[config.mk]
export PLATFORM = sky130hd
export DESIGN_NAME = fault_event_ring_logger_unit_flat
export DESIGN_NICKNAME = d
export VERILOG_FILES = /design/src/rtl/core/ferl_pkg.sv /design/src/rtl/core/ferl_if.sv /design/src/rtl/core/fault_event_ring_logger_unit.sv /design/src/flat_wrapper.sv
export SDC_FILE = /design/constraint.sdc
export NUM_CORES = 2
export LEC_CHECK = 0
export BUFFER_PORTS_ARGS = -buffer_cell sky130_fd_sc_hd__clkbuf_2
export CORE_MARGIN = 2
export CORE_UTILIZATION = 50
export DETAILED_ROUTE_END_ITERATION = 8
export GPL_ROUTABILITY_DRIVEN = 0
export PLACE_DENSITY = 0.68
export SKIP_CTS_REPAIR_TIMING = 1
export SYNTH_ARGS = -nofsm -noshare
export SYNTH_HDL_FRONTEND = slang
export SYNTH_SLANG_ARGS = --single-unit
[constraint.sdc]
create_clock -name clock -period 8.9 [get_ports clock]
set_input_delay 0.89 -clock clock [delete_from_list [all_inputs] [get_ports clock]]
set_output_delay 0.89 -clock clock [all_outputs]
set_load 0.01 [all_outputs]
[src/rtl/core/ferl_pkg.sv]
// ferl_pkg: shared constants, codes and entry type for the fault event ring logger
// no dependencies; used by the channel interfaces and the top level
`default_nettype none

package ferl_pkg;

   // ring depth and derived widths
   localparam int unsigned LOG_DEPTH = 16;
   localparam int unsigned PTR_W     = $clog2(LOG_DEPTH);
   localparam int unsigned CNT_W     = $clog2(LOG_DEPTH + 1);

   // field widths
   localparam int unsigned MODE_W  = 2;
   localparam int unsigned TICK_W  = 32;
   localparam int unsigned SEV_W   = 3;
   localparam int unsigned OSEV_W  = 2;
   localparam int unsigned BYTE_W  = 8;
   localparam int unsigned KIND_W  = 2;
   localparam int unsigned POS_W   = 6;
   localparam int unsigned COUNT_W = 32;

   // operation codes
   localparam logic [MODE_W-1:0] MODE_RECORD  = 2'd0;
   localparam logic [MODE_W-1:0] MODE_CLEAR   = 2'd1;
   localparam logic [MODE_W-1:0] MODE_DUMP    = 2'd2;
   localparam logic [MODE_W-1:0] MODE_SUMMARY = 2'd3;

   // result kinds
   localparam logic [KIND_W-1:0] KIND_ECHO    = 2'd0;
   localparam logic [KIND_W-1:0] KIND_ENTRY   = 2'd1;
   localparam logic [KIND_W-1:0] KIND_SUMMARY = 2'd2;
   localparam logic [KIND_W-1:0] KIND_EMPTY   = 2'd3;

   // severity codes
   localparam logic [OSEV_W-1:0] SEV_INFO  = 2'd0;
   localparam logic [OSEV_W-1:0] SEV_WARN  = 2'd1;
   localparam logic [OSEV_W-1:0] SEV_ERROR = 2'd2;

   // one stored log entry, 58 bits
   typedef struct packed {
      logic [TICK_W-1:0] tick;
      logic [OSEV_W-1:0] sev;
      logic [BYTE_W-1:0] src;
      logic [BYTE_W-1:0] det;
      logic [BYTE_W-1:0] pay;
   } log_entry_type;

endpackage

`default_nettype wire

[src/rtl/core/ferl_if.sv]
// ferl_if: valid/ready channel interfaces for the event logger request and response
// depends on ferl_pkg for field widths
`default_nettype none

interface ferl_req_if;
   logic                         valid;
   logic                         ready;
   logic [ferl_pkg::MODE_W-1:0]  mode;
   logic [ferl_pkg::TICK_W-1:0]  tick_ms;
   logic [ferl_pkg::SEV_W-1:0]   severity;
   logic [ferl_pkg::BYTE_W-1:0]  source_id;
   logic [ferl_pkg::BYTE_W-1:0]  detail;
   logic [ferl_pkg::BYTE_W-1:0]  payload;

   modport source (output valid, mode, tick_ms, severity, source_id, detail, payload,
                   input ready);
   modport sink   (input valid, mode, tick_ms, severity, source_id, detail, payload,
                   output ready);
endinterface

interface ferl_rsp_if;
   logic                         valid;
   logic                         ready;
   logic [ferl_pkg::KIND_W-1:0]  kind;
   logic [ferl_pkg::TICK_W-1:0]  out_tick_ms;
   logic [ferl_pkg::OSEV_W-1:0]  out_severity;
   logic [ferl_pkg::BYTE_W-1:0]  out_source;
   logic [ferl_pkg::BYTE_W-1:0]  out_detail;
   logic [ferl_pkg::BYTE_W-1:0]  out_payload;
   logic [ferl_pkg::POS_W-1:0]   position;
   logic [ferl_pkg::COUNT_W-1:0] total_count;
   logic [ferl_pkg::COUNT_W-1:0] info_count;
   logic [ferl_pkg::COUNT_W-1:0] warn_count;
   logic [ferl_pkg::COUNT_W-1:0] error_count;
   logic                         last;

   modport source (output valid, kind, out_tick_ms, out_severity, out_source, out_detail,
                   out_payload, position, total_count, info_count, warn_count,
                   error_count, last,
                   input ready);
   modport sink   (input valid, kind, out_tick_ms, out_severity, out_source, out_detail,
                   out_payload, position, total_count, info_count, warn_count,
                   error_count, last,
                   output ready);
endinterface

`default_nettype wire

[src/rtl/core/fault_event_ring_logger_unit.sv]
// fault_event_ring_logger_unit: top level of the fault event ring logger
// depends on ferl_pkg and the channel interfaces in ferl_if.sv
//
// The logger keeps the last LOG_DEPTH fault events in a ring memory that overwrites the
// oldest entry, plus wrapping 32-bit counters for info, warning and error events and for
// all events. One item is taken at a time; all event counter increments go through one
// shared 32-bit incrementer, so a record steps through accept, severity counter, then
// total and echo. A clear takes effect on acceptance; a summary or an empty dump is sent
// from a single result state. A dump sends every entry after reading it through the
// registered read port of the ring memory. A result sits in an output register,
// so the next item is accepted while the last result still waits; a result only stalls
// the sequencer when the next one is ready and the output register is still full.
// The ring needs no clearing pass: only entries written since the last clear are read.
`default_nettype none

module fault_event_ring_logger_unit (
   input  logic        clock,
   input  logic        reset,
   ferl_req_if.sink    req_chan,
   ferl_rsp_if.source  rsp_chan
);

   localparam int unsigned LOG_DEPTH = ferl_pkg::LOG_DEPTH;
   localparam int unsigned PTR_W     = ferl_pkg::PTR_W;
   localparam int unsigned CNT_W     = ferl_pkg::CNT_W;
   localparam int unsigned POS_W     = ferl_pkg::POS_W;
   localparam int unsigned COUNT_W   = ferl_pkg::COUNT_W;

   typedef enum logic [5:0] {
      S_IDLE   = 6'b000001,
      S_SEV    = 6'b000010,
      S_TOT    = 6'b000100,
      S_RD     = 6'b001000,
      S_DUMP   = 6'b010000,
      S_SINGLE = 6'b100000
   } state_type;

   typedef struct packed {
      logic [ferl_pkg::KIND_W-1:0] kind;
      ferl_pkg::log_entry_type     ent;
      logic [POS_W-1:0]            pos;
      logic [COUNT_W-1:0]          total;
      logic [COUNT_W-1:0]          info;
      logic [COUNT_W-1:0]          warn;
      logic [COUNT_W-1:0]          err;
      logic                        last;
   } rsp_data_type;

   state_type                   state_ff, state_in;
   logic [ferl_pkg::MODE_W-1:0] mode_ff;
   ferl_pkg::log_entry_type     ev_ff;
   logic [PTR_W-1:0]            wp_ff;
   logic [CNT_W-1:0]            valid_cnt_ff;
   logic [PTR_W-1:0]            rd_idx_ff;
   logic [PTR_W-1:0]            pos_ff;
   logic [COUNT_W-1:0]          info_ff, warn_ff, err_ff, total_ff;
   ferl_pkg::log_entry_type     rd_data_ff;
   ferl_pkg::log_entry_type     ring_mem [LOG_DEPTH];
   logic                        rsp_valid_ff, rsp_valid_in;
   rsp_data_type                rsp_ff, rsp_in;

   logic                        accept;
   logic                        out_free;
   logic                        load_rsp;
   logic                        sev_ok;
   logic                        full;
   logic                        last_entry;
   logic [PTR_W-1:0]            wp_next;
   logic [PTR_W-1:0]            rd_next;
   logic [COUNT_W-1:0]          inc_opnd;
   logic [COUNT_W-1:0]          inc_res;
   ferl_pkg::log_entry_type     req_entry;

   assign req_chan.ready = (state_ff == S_IDLE);
   assign accept         = req_chan.valid && req_chan.ready;
   assign out_free       = !rsp_valid_ff || rsp_chan.ready;
   // a new result goes into the output register once it is free
   assign load_rsp       = out_free && ((state_ff == S_TOT) || (state_ff == S_DUMP) ||
                                        (state_ff == S_SINGLE));
   assign rsp_valid_in   = load_rsp || (rsp_valid_ff && !rsp_chan.ready);
   // severities 4 to 7 are rejected
   assign sev_ok         = (req_chan.severity[ferl_pkg::SEV_W-1] == 1'b0);
   assign full           = (valid_cnt_ff == CNT_W'(LOG_DEPTH));
   assign wp_next        = (wp_ff == PTR_W'(LOG_DEPTH - 1)) ? '0 : wp_ff + 1'b1;
   assign rd_next        = (rd_idx_ff == PTR_W'(LOG_DEPTH - 1)) ? '0 : rd_idx_ff + 1'b1;
   assign last_entry     = ((CNT_W'(pos_ff) + 1'b1) == valid_cnt_ff);

   assign req_entry.tick = req_chan.tick_ms;
   assign req_entry.sev  = req_chan.severity[ferl_pkg::OSEV_W-1:0];
   assign req_entry.src  = req_chan.source_id;
   assign req_entry.det  = req_chan.detail;
   assign req_entry.pay  = req_chan.payload;

   // shared incrementer: severity counter first, then the total
   always_comb begin
      inc_opnd = total_ff;
      if (state_ff == S_SEV) begin
         case (ev_ff.sev)
            ferl_pkg::SEV_INFO:  inc_opnd = info_ff;
            ferl_pkg::SEV_WARN:  inc_opnd = warn_ff;
            ferl_pkg::SEV_ERROR: inc_opnd = err_ff;
            default:             inc_opnd = total_ff;
         endcase
      end
   end

   assign inc_res = inc_opnd + COUNT_W'(1);

   always_comb begin
      state_in = state_ff;
      case (state_ff)
         S_IDLE: begin
            if (accept) begin
               case (req_chan.mode)
                  ferl_pkg::MODE_RECORD: state_in = sev_ok ? S_SEV : S_IDLE;
                  ferl_pkg::MODE_CLEAR:  state_in = S_IDLE;
                  ferl_pkg::MODE_DUMP:   state_in = (valid_cnt_ff == '0) ? S_SINGLE : S_RD;
                  default:               state_in = S_SINGLE;
               endcase
            end
         end
         S_SEV:    state_in = S_TOT;
         S_TOT:    state_in = out_free ? S_IDLE : S_TOT;
         S_RD:     state_in = S_DUMP;
         S_DUMP: begin
            if (out_free) begin
               state_in = last_entry ? S_IDLE : S_RD;
            end
         end
         S_SINGLE: state_in = out_free ? S_IDLE : S_SINGLE;
         default:  state_in = S_IDLE;
      endcase
   end

   // result payload for the current state
   always_comb begin
      rsp_in      = '0;
      rsp_in.last = 1'b1;
      case (state_ff)
         S_TOT: begin
            rsp_in.kind = ferl_pkg::KIND_ECHO;
            rsp_in.ent  = ev_ff;
         end
         S_DUMP: begin
            rsp_in.kind = ferl_pkg::KIND_ENTRY;
            rsp_in.ent  = rd_data_ff;
            rsp_in.pos  = POS_W'(pos_ff);
            rsp_in.last = last_entry;
         end
         S_SINGLE: begin
            if (mode_ff == ferl_pkg::MODE_SUMMARY) begin
               rsp_in.kind     = ferl_pkg::KIND_SUMMARY;
               rsp_in.ent.tick = ev_ff.tick;
               rsp_in.total    = total_ff;
               rsp_in.info     = info_ff;
               rsp_in.warn     = warn_ff;
               rsp_in.err      = err_ff;
            end else begin
               rsp_in.kind = ferl_pkg::KIND_EMPTY;
            end
         end
         default: ;
      endcase
   end

   // control state and counters
   always_ff @(posedge clock) begin
      if (reset) begin
         state_ff     <= S_IDLE;
         wp_ff        <= '0;
         valid_cnt_ff <= '0;
         info_ff      <= '0;
         warn_ff      <= '0;
         err_ff       <= '0;
         total_ff     <= '0;
         rsp_valid_ff <= 1'b0;
      end else begin
         state_ff     <= state_in;
         rsp_valid_ff <= rsp_valid_in;
         case (state_ff)
            S_IDLE: begin
               if (accept) begin
                  case (req_chan.mode)
                     ferl_pkg::MODE_RECORD: begin
                        if (sev_ok) begin
                           wp_ff <= wp_next;
                           if (!full) begin
                              valid_cnt_ff <= valid_cnt_ff + 1'b1;
                           end
                        end
                     end
                     ferl_pkg::MODE_CLEAR: begin
                        wp_ff        <= '0;
                        valid_cnt_ff <= '0;
                        info_ff      <= '0;
                        warn_ff      <= '0;
                        err_ff       <= '0;
                        total_ff     <= '0;
                     end
                     default: ;
                  endcase
               end
            end
            S_SEV: begin
               case (ev_ff.sev)
                  ferl_pkg::SEV_INFO:  info_ff <= inc_res;
                  ferl_pkg::SEV_WARN:  warn_ff <= inc_res;
                  ferl_pkg::SEV_ERROR: err_ff  <= inc_res;
                  default: ;
               endcase
            end
            S_TOT: begin
               if (out_free) begin
                  total_ff <= inc_res;
               end
            end
            default: ;
         endcase
      end
   end

   // item latch, dump walk and result payload
   always_ff @(posedge clock) begin
      if (accept) begin
         mode_ff   <= req_chan.mode;
         ev_ff     <= req_entry;
         rd_idx_ff <= full ? wp_ff : '0;
         pos_ff    <= '0;
      end
      if (load_rsp) begin
         rsp_ff <= rsp_in;
      end
      if ((state_ff == S_DUMP) && out_free) begin
         pos_ff    <= pos_ff + 1'b1;
         rd_idx_ff <= rd_next;
      end
   end

   // ring memory: one write port, one registered read port
   always_ff @(posedge clock) begin
      if (accept && (req_chan.mode == ferl_pkg::MODE_RECORD) && sev_ok) begin
         ring_mem[wp_ff] <= req_entry;
      end
      if (state_ff == S_RD) begin
         rd_data_ff <= ring_mem[rd_idx_ff];
      end
   end

   assign rsp_chan.valid        = rsp_valid_ff;
   assign rsp_chan.kind         = rsp_ff.kind;
   assign rsp_chan.out_tick_ms  = rsp_ff.ent.tick;
   assign rsp_chan.out_severity = rsp_ff.ent.sev;
   assign rsp_chan.out_source   = rsp_ff.ent.src;
   assign rsp_chan.out_detail   = rsp_ff.ent.det;
   assign rsp_chan.out_payload  = rsp_ff.ent.pay;
   assign rsp_chan.position     = rsp_ff.pos;
   assign rsp_chan.total_count  = rsp_ff.total;
   assign rsp_chan.info_count   = rsp_ff.info;
   assign rsp_chan.warn_count   = rsp_ff.warn;
   assign rsp_chan.error_count  = rsp_ff.err;
   assign rsp_chan.last         = rsp_ff.last;

`ifndef NO_ASSERTIONS
   // until the ring fills, the write pointer tracks the fill count
   a_wp_tracks_fill: assert property (@(posedge clock) disable iff (reset)
      (valid_cnt_ff != CNT_W'(LOG_DEPTH)) |-> (CNT_W'(wp_ff) == valid_cnt_ff))
      else $error("write pointer out of step with fill count");

   a_fill_bound: assert property (@(posedge clock) disable iff (reset)
      valid_cnt_ff <= CNT_W'(LOG_DEPTH))
      else $error("fill count beyond ring depth");

   // a dump never reads past the stored entries
   a_dump_in_range: assert property (@(posedge clock) disable iff (reset)
      (state_ff == S_RD) |-> ((CNT_W'(pos_ff) < valid_cnt_ff) &&
                              (rd_idx_ff < PTR_W'(LOG_DEPTH - 1) ||
                               rd_idx_ff == PTR_W'(LOG_DEPTH - 1))))
      else $error("dump read outside stored entries");

   a_total_step: assert property (@(posedge clock) disable iff (reset)
      ((state_ff == S_TOT) && out_free) |=> (total_ff == $past(total_ff) + COUNT_W'(1)))
      else $error("event total not incremented on record");
`endif

endmodule

`default_nettype wire

[src/flat_wrapper.sv]
// flat-port wrapper written by rule: the top's interface ports become plain ports
module fault_event_ring_logger_unit_flat 
  (clock, reset, req_chan_valid, req_chan_mode, req_chan_tick_ms, req_chan_severity, req_chan_source_id, req_chan_detail, req_chan_payload, req_chan_ready, rsp_chan_valid, rsp_chan_kind, rsp_chan_out_tick_ms, rsp_chan_out_severity, rsp_chan_out_source, rsp_chan_out_detail, rsp_chan_out_payload, rsp_chan_position, rsp_chan_total_count, rsp_chan_info_count, rsp_chan_warn_count, rsp_chan_error_count, rsp_chan_last, rsp_chan_ready);
  ferl_req_if req_chan_i ();
  ferl_rsp_if rsp_chan_i ();
  input  logic clock;
  input  logic reset;
  input wire logic [$bits(req_chan_i.valid)-1:0] req_chan_valid;
  input wire logic [$bits(req_chan_i.mode)-1:0] req_chan_mode;
  input wire logic [$bits(req_chan_i.tick_ms)-1:0] req_chan_tick_ms;
  input wire logic [$bits(req_chan_i.severity)-1:0] req_chan_severity;
  input wire logic [$bits(req_chan_i.source_id)-1:0] req_chan_source_id;
  input wire logic [$bits(req_chan_i.detail)-1:0] req_chan_detail;
  input wire logic [$bits(req_chan_i.payload)-1:0] req_chan_payload;
  output wire logic [$bits(req_chan_i.ready)-1:0] req_chan_ready;
  output wire logic [$bits(rsp_chan_i.valid)-1:0] rsp_chan_valid;
  output wire logic [$bits(rsp_chan_i.kind)-1:0] rsp_chan_kind;
  output wire logic [$bits(rsp_chan_i.out_tick_ms)-1:0] rsp_chan_out_tick_ms;
  output wire logic [$bits(rsp_chan_i.out_severity)-1:0] rsp_chan_out_severity;
  output wire logic [$bits(rsp_chan_i.out_source)-1:0] rsp_chan_out_source;
  output wire logic [$bits(rsp_chan_i.out_detail)-1:0] rsp_chan_out_detail;
  output wire logic [$bits(rsp_chan_i.out_payload)-1:0] rsp_chan_out_payload;
  output wire logic [$bits(rsp_chan_i.position)-1:0] rsp_chan_position;
  output wire logic [$bits(rsp_chan_i.total_count)-1:0] rsp_chan_total_count;
  output wire logic [$bits(rsp_chan_i.info_count)-1:0] rsp_chan_info_count;
  output wire logic [$bits(rsp_chan_i.warn_count)-1:0] rsp_chan_warn_count;
  output wire logic [$bits(rsp_chan_i.error_count)-1:0] rsp_chan_error_count;
  output wire logic [$bits(rsp_chan_i.last)-1:0] rsp_chan_last;
  input wire logic [$bits(rsp_chan_i.ready)-1:0] rsp_chan_ready;
  assign req_chan_i.valid = req_chan_valid;
  assign req_chan_i.mode = req_chan_mode;
  assign req_chan_i.tick_ms = req_chan_tick_ms;
  assign req_chan_i.severity = req_chan_severity;
  assign req_chan_i.source_id = req_chan_source_id;
  assign req_chan_i.detail = req_chan_detail;
  assign req_chan_i.payload = req_chan_payload;
  assign req_chan_ready = req_chan_i.ready;
  assign rsp_chan_valid = rsp_chan_i.valid;
  assign rsp_chan_kind = rsp_chan_i.kind;
  assign rsp_chan_out_tick_ms = rsp_chan_i.out_tick_ms;
  assign rsp_chan_out_severity = rsp_chan_i.out_severity;
  assign rsp_chan_out_source = rsp_chan_i.out_source;
  assign rsp_chan_out_detail = rsp_chan_i.out_detail;
  assign rsp_chan_out_payload = rsp_chan_i.out_payload;
  assign rsp_chan_position = rsp_chan_i.position;
  assign rsp_chan_total_count = rsp_chan_i.total_count;
  assign rsp_chan_info_count = rsp_chan_i.info_count;
  assign rsp_chan_warn_count = rsp_chan_i.warn_count;
  assign rsp_chan_error_count = rsp_chan_i.error_count;
  assign rsp_chan_last = rsp_chan_i.last;
  assign rsp_chan_i.ready = rsp_chan_ready;
  fault_event_ring_logger_unit u_core (.clock(clock), .reset(reset), .req_chan(req_chan_i), .rsp_chan(rsp_chan_i));
endmodule
==> run summary <==
TritonCTS clock tree: built
WP data required: 9.49 ns
die area: 0.1094 mm2
Lkg Pwr: 19.44 nW
outcome: completed
fin crit share: 0.5119
top achievable clock speed: 219.5 MHz
CTS Buf Count: 142
vias: 27510
vias in the first global route: 27800
number of routed nets with antenna violations: 0
io pins: 262
Max Cap Viol: 0
Syn. warnings: 0
Post-synth EDFFs: 1247
Top FF cell, synth: edfxtp_1
nets: 3114
largest cells by area after synthesis: edfxtp_1 70%, mux4_2 12%, dfxtp_1 5.4%, and2_1 1.8%, a22o_1 1.8%
Die Y-Extent: 330.8 um
relative slew slack: 0.2609
core area: 0.1056 mm2
Layout Skew: 0.04016 ns
worst r2r src: u_core.ev_ff[24]
clk buf depth: 3
WL final: 125.8 mm
Layout Cells excl Fill: 4547
FF+latch count, synth: 1391
maximum fanout along the worst path: 45
actual slew at the worst max-slew pin: 1.109 ns
Worst EP arrival: 5.14 ns
Pwr Density: 224.2 mW/mm2
Final Hold Violating Endpoints: 0
Synth top cells by count: 1247 x edfxtp_1, 290 x mux4_2, 152 x and2_1
first-pass GRT wire length: 184.3 mm
Skew-Pair Late Insertion Delay: 0.75 ns
# rows: 119
Slew Viols, Final: 0
CP startpoint kind: register
crit path launch: u_core.ev_ff[24]
Fill cells: 7707
syn_area_per_cell: 19.51 um2
cell area after synthesis: 0.05339 mm2
maximum VDD drop: 206.4 uV
Port Buffers: 259
Yosys cell types: 72
Die Wd: 330.8 um
final instance area: 0.06085 mm2
grt ovf: 0
Synth top area share: 0.7013
All-Layer GR Usage: 0.2315
fin crit period: 4.556 ns
initial antenna violation count: 12
Crit Path Class: reg -> reg
worst hold path class: in -> reg
DRC Markers: 0
setup violators final: 0
TNS Setup: 0 ns
register area: 0.04033 mm2
Worst-path clk slew: 0.06 ns
asr flop ratio synth: 0
post-synthesis instance total: 2737
Setup crit end kind: register
detailed-route wire length per cell: 27.68 um
multi-input logic area: 0.01251 mm2
drt pass-1 iters: 5
Placed Cells: 4287
post-synth top area cell: edfxtp_1
clock sink total: 1391
Initial Util: 0.5058
Post-DP Area: 0.05634 mm2
unrepaired setup endpoints after global routing: false
register area share after synthesis: 0.7553
initial DRC count: 2988
vias per cell: 6.051
Root Driver: clkbuf_16
post-DP HPWL: 67.91 mm
top-count cell post-synth: edfxtp_1
min-delay src: req_chan_mode[1]
area grow syn2layout: 13.98%
share of cells above drive strength 1: 0.2683
largest net degree at the start of global routing: 164
H-tree depth: 4
-- through the flow --
stage,power [W],setup slack (ns),utilization,hold WS (ns)
global placement,0.008000,4.564,0.5337,0.4544
CTS,0.01375,4.408,0.5763,0.4060
global route,0.01403,4.013,0.5764,0.4490
finish,0.01364,4.344,0.5765,0.4742
floorplan,0.007783,2.559,-,0.4331
detailed placement,0.008019,4.457,0.5337,0.4706
-- final timing paths --
kind	endpoint	slack, ns	cells after the start
min	u_core.mode_ff[1]	0.47	1
max reg2reg	u_core.err_ff[30]	4.34	13
max	u_core.err_ff[30]	4.34	13
min reg2reg	u_core.info_ff[3]	0.48	2
-- sequential cells by signal (all words and copies together), names as in the netlist, 4 cells and up --
register	cells
u_core.pos_ff	4
u_core.rsp_chan.position	4
u_core.rsp_chan.out_payload	8
u_core.ring_mem	928
u_core.total_ff	32
u_core.wp_ff	4
u_core.rd_data_ff	58
u_core.info_ff	32
u_core.rd_idx_ff	4
u_core.valid_cnt_ff	5
u_core.err_ff	32
u_core.rsp_chan.info_count	32
u_core.ev_ff	58
u_core.rsp_chan.error_count	32
u_core.rsp_chan.warn_count	32
u_core.warn_ff	32
u_core.rsp_chan.out_tick_ms	32
u_core.rsp_chan.out_detail	8
u_core.rsp_chan.out_source	8
u_core.state_ff	6
u_core.rsp_chan.total_count	32
-- metal layers --
| layer | GRT usage | vias to the layer above | routed length, um |
|---|---|---|---|
| li1 | - | 11690 | - |
| met1 | 0.3164 | 14280 | 50480 |
| met2 | 0.3765 | 1285 | 61800 |
| met3 | 0.04635 | 242 | 10260 |
| met4 | 0.07614 | 14 | 3222 |
| met5 | 0 | - | 88 |
-- cell usage in the layout, fill, tap and decap left out, types with 7 or more instances in the layout --
| cell type | instances |
|---|---|
| clkbuf_2 | 259 |
| and2_1 | 140 |
| a21oi_1 | 43 |
| nor2_1 | 79 |
| clkinv_2 | 25 |
| a31oi_1 | 14 |
| nand3_1 | 21 |
| mux2i_1 | 54 |
| o2bb2ai_1 | 27 |
| clkbuf_16 | 147 |
| o21ai_0 | 62 |
| nor4_1 | 7 |
| nor3_1 | 15 |
| nand2b_1 | 9 |
| bufinv_16 | 8 |
| clkbuf_1 | 37 |
| xor2_1 | 24 |
| nand2_1 | 135 |
| a22o_1 | 107 |
| mux4_2 | 290 |
| buf_4 | 44 |
| clkinv_1 | 20 |
| dfxtp_1 | 144 |
| edfxtp_1 | 1247 |
| and2_4 | 12 |
| inv_1 | 12 |
| xnor2_1 | 17 |
| ha_1 | 9 |
-- worst max-delay path, stage by stage (launching register included) --
cell and delay [ns]:
edfxtp_1 0.36, buf_4 0.34, and2_1 0.39, nor3_4 0.15, buf_4 0.49, o22ai_1 0.34, inv_1 0.13, ha_1 0.24
o21ai_0 0.32, a211oi_4 0.48, nand4_1 0.34, nor4_1 0.32, xor2_1 0.31, o21ai_0 0.16
-- where the power goes --
group	internal (W)	switching, W
sequential	0.00718	0.0000239
combinational	0.000288	0.000387
clock	0.00331	0.00245
-- layout make-up --
cell class,count,share of cell area
clock buffer,188,0.06363
tap,1391,0.02860
clock inverter,66,0.01036
antenna,6,0.0002467
multi-input combinational,1185,0.2056
sequential,1391,0.6627
inverter,13,0.0008224
timing repair buffer,307,0.02804
-- cell families after synthesis --
logic type,after synthesis,share of synthesized area
DFF,1391,0.7553
and+or+nand+nor,477,0.04750
muxes,348,0.1333
AOI/OAI and AO/OA,307,0.04239
buffers and inverters,162,0.01228
xor gates and xnor gates,42,0.007030
adders and majority gates,9,0.002109
other,1,0.00007023
(Power assumes the default switching activity.)
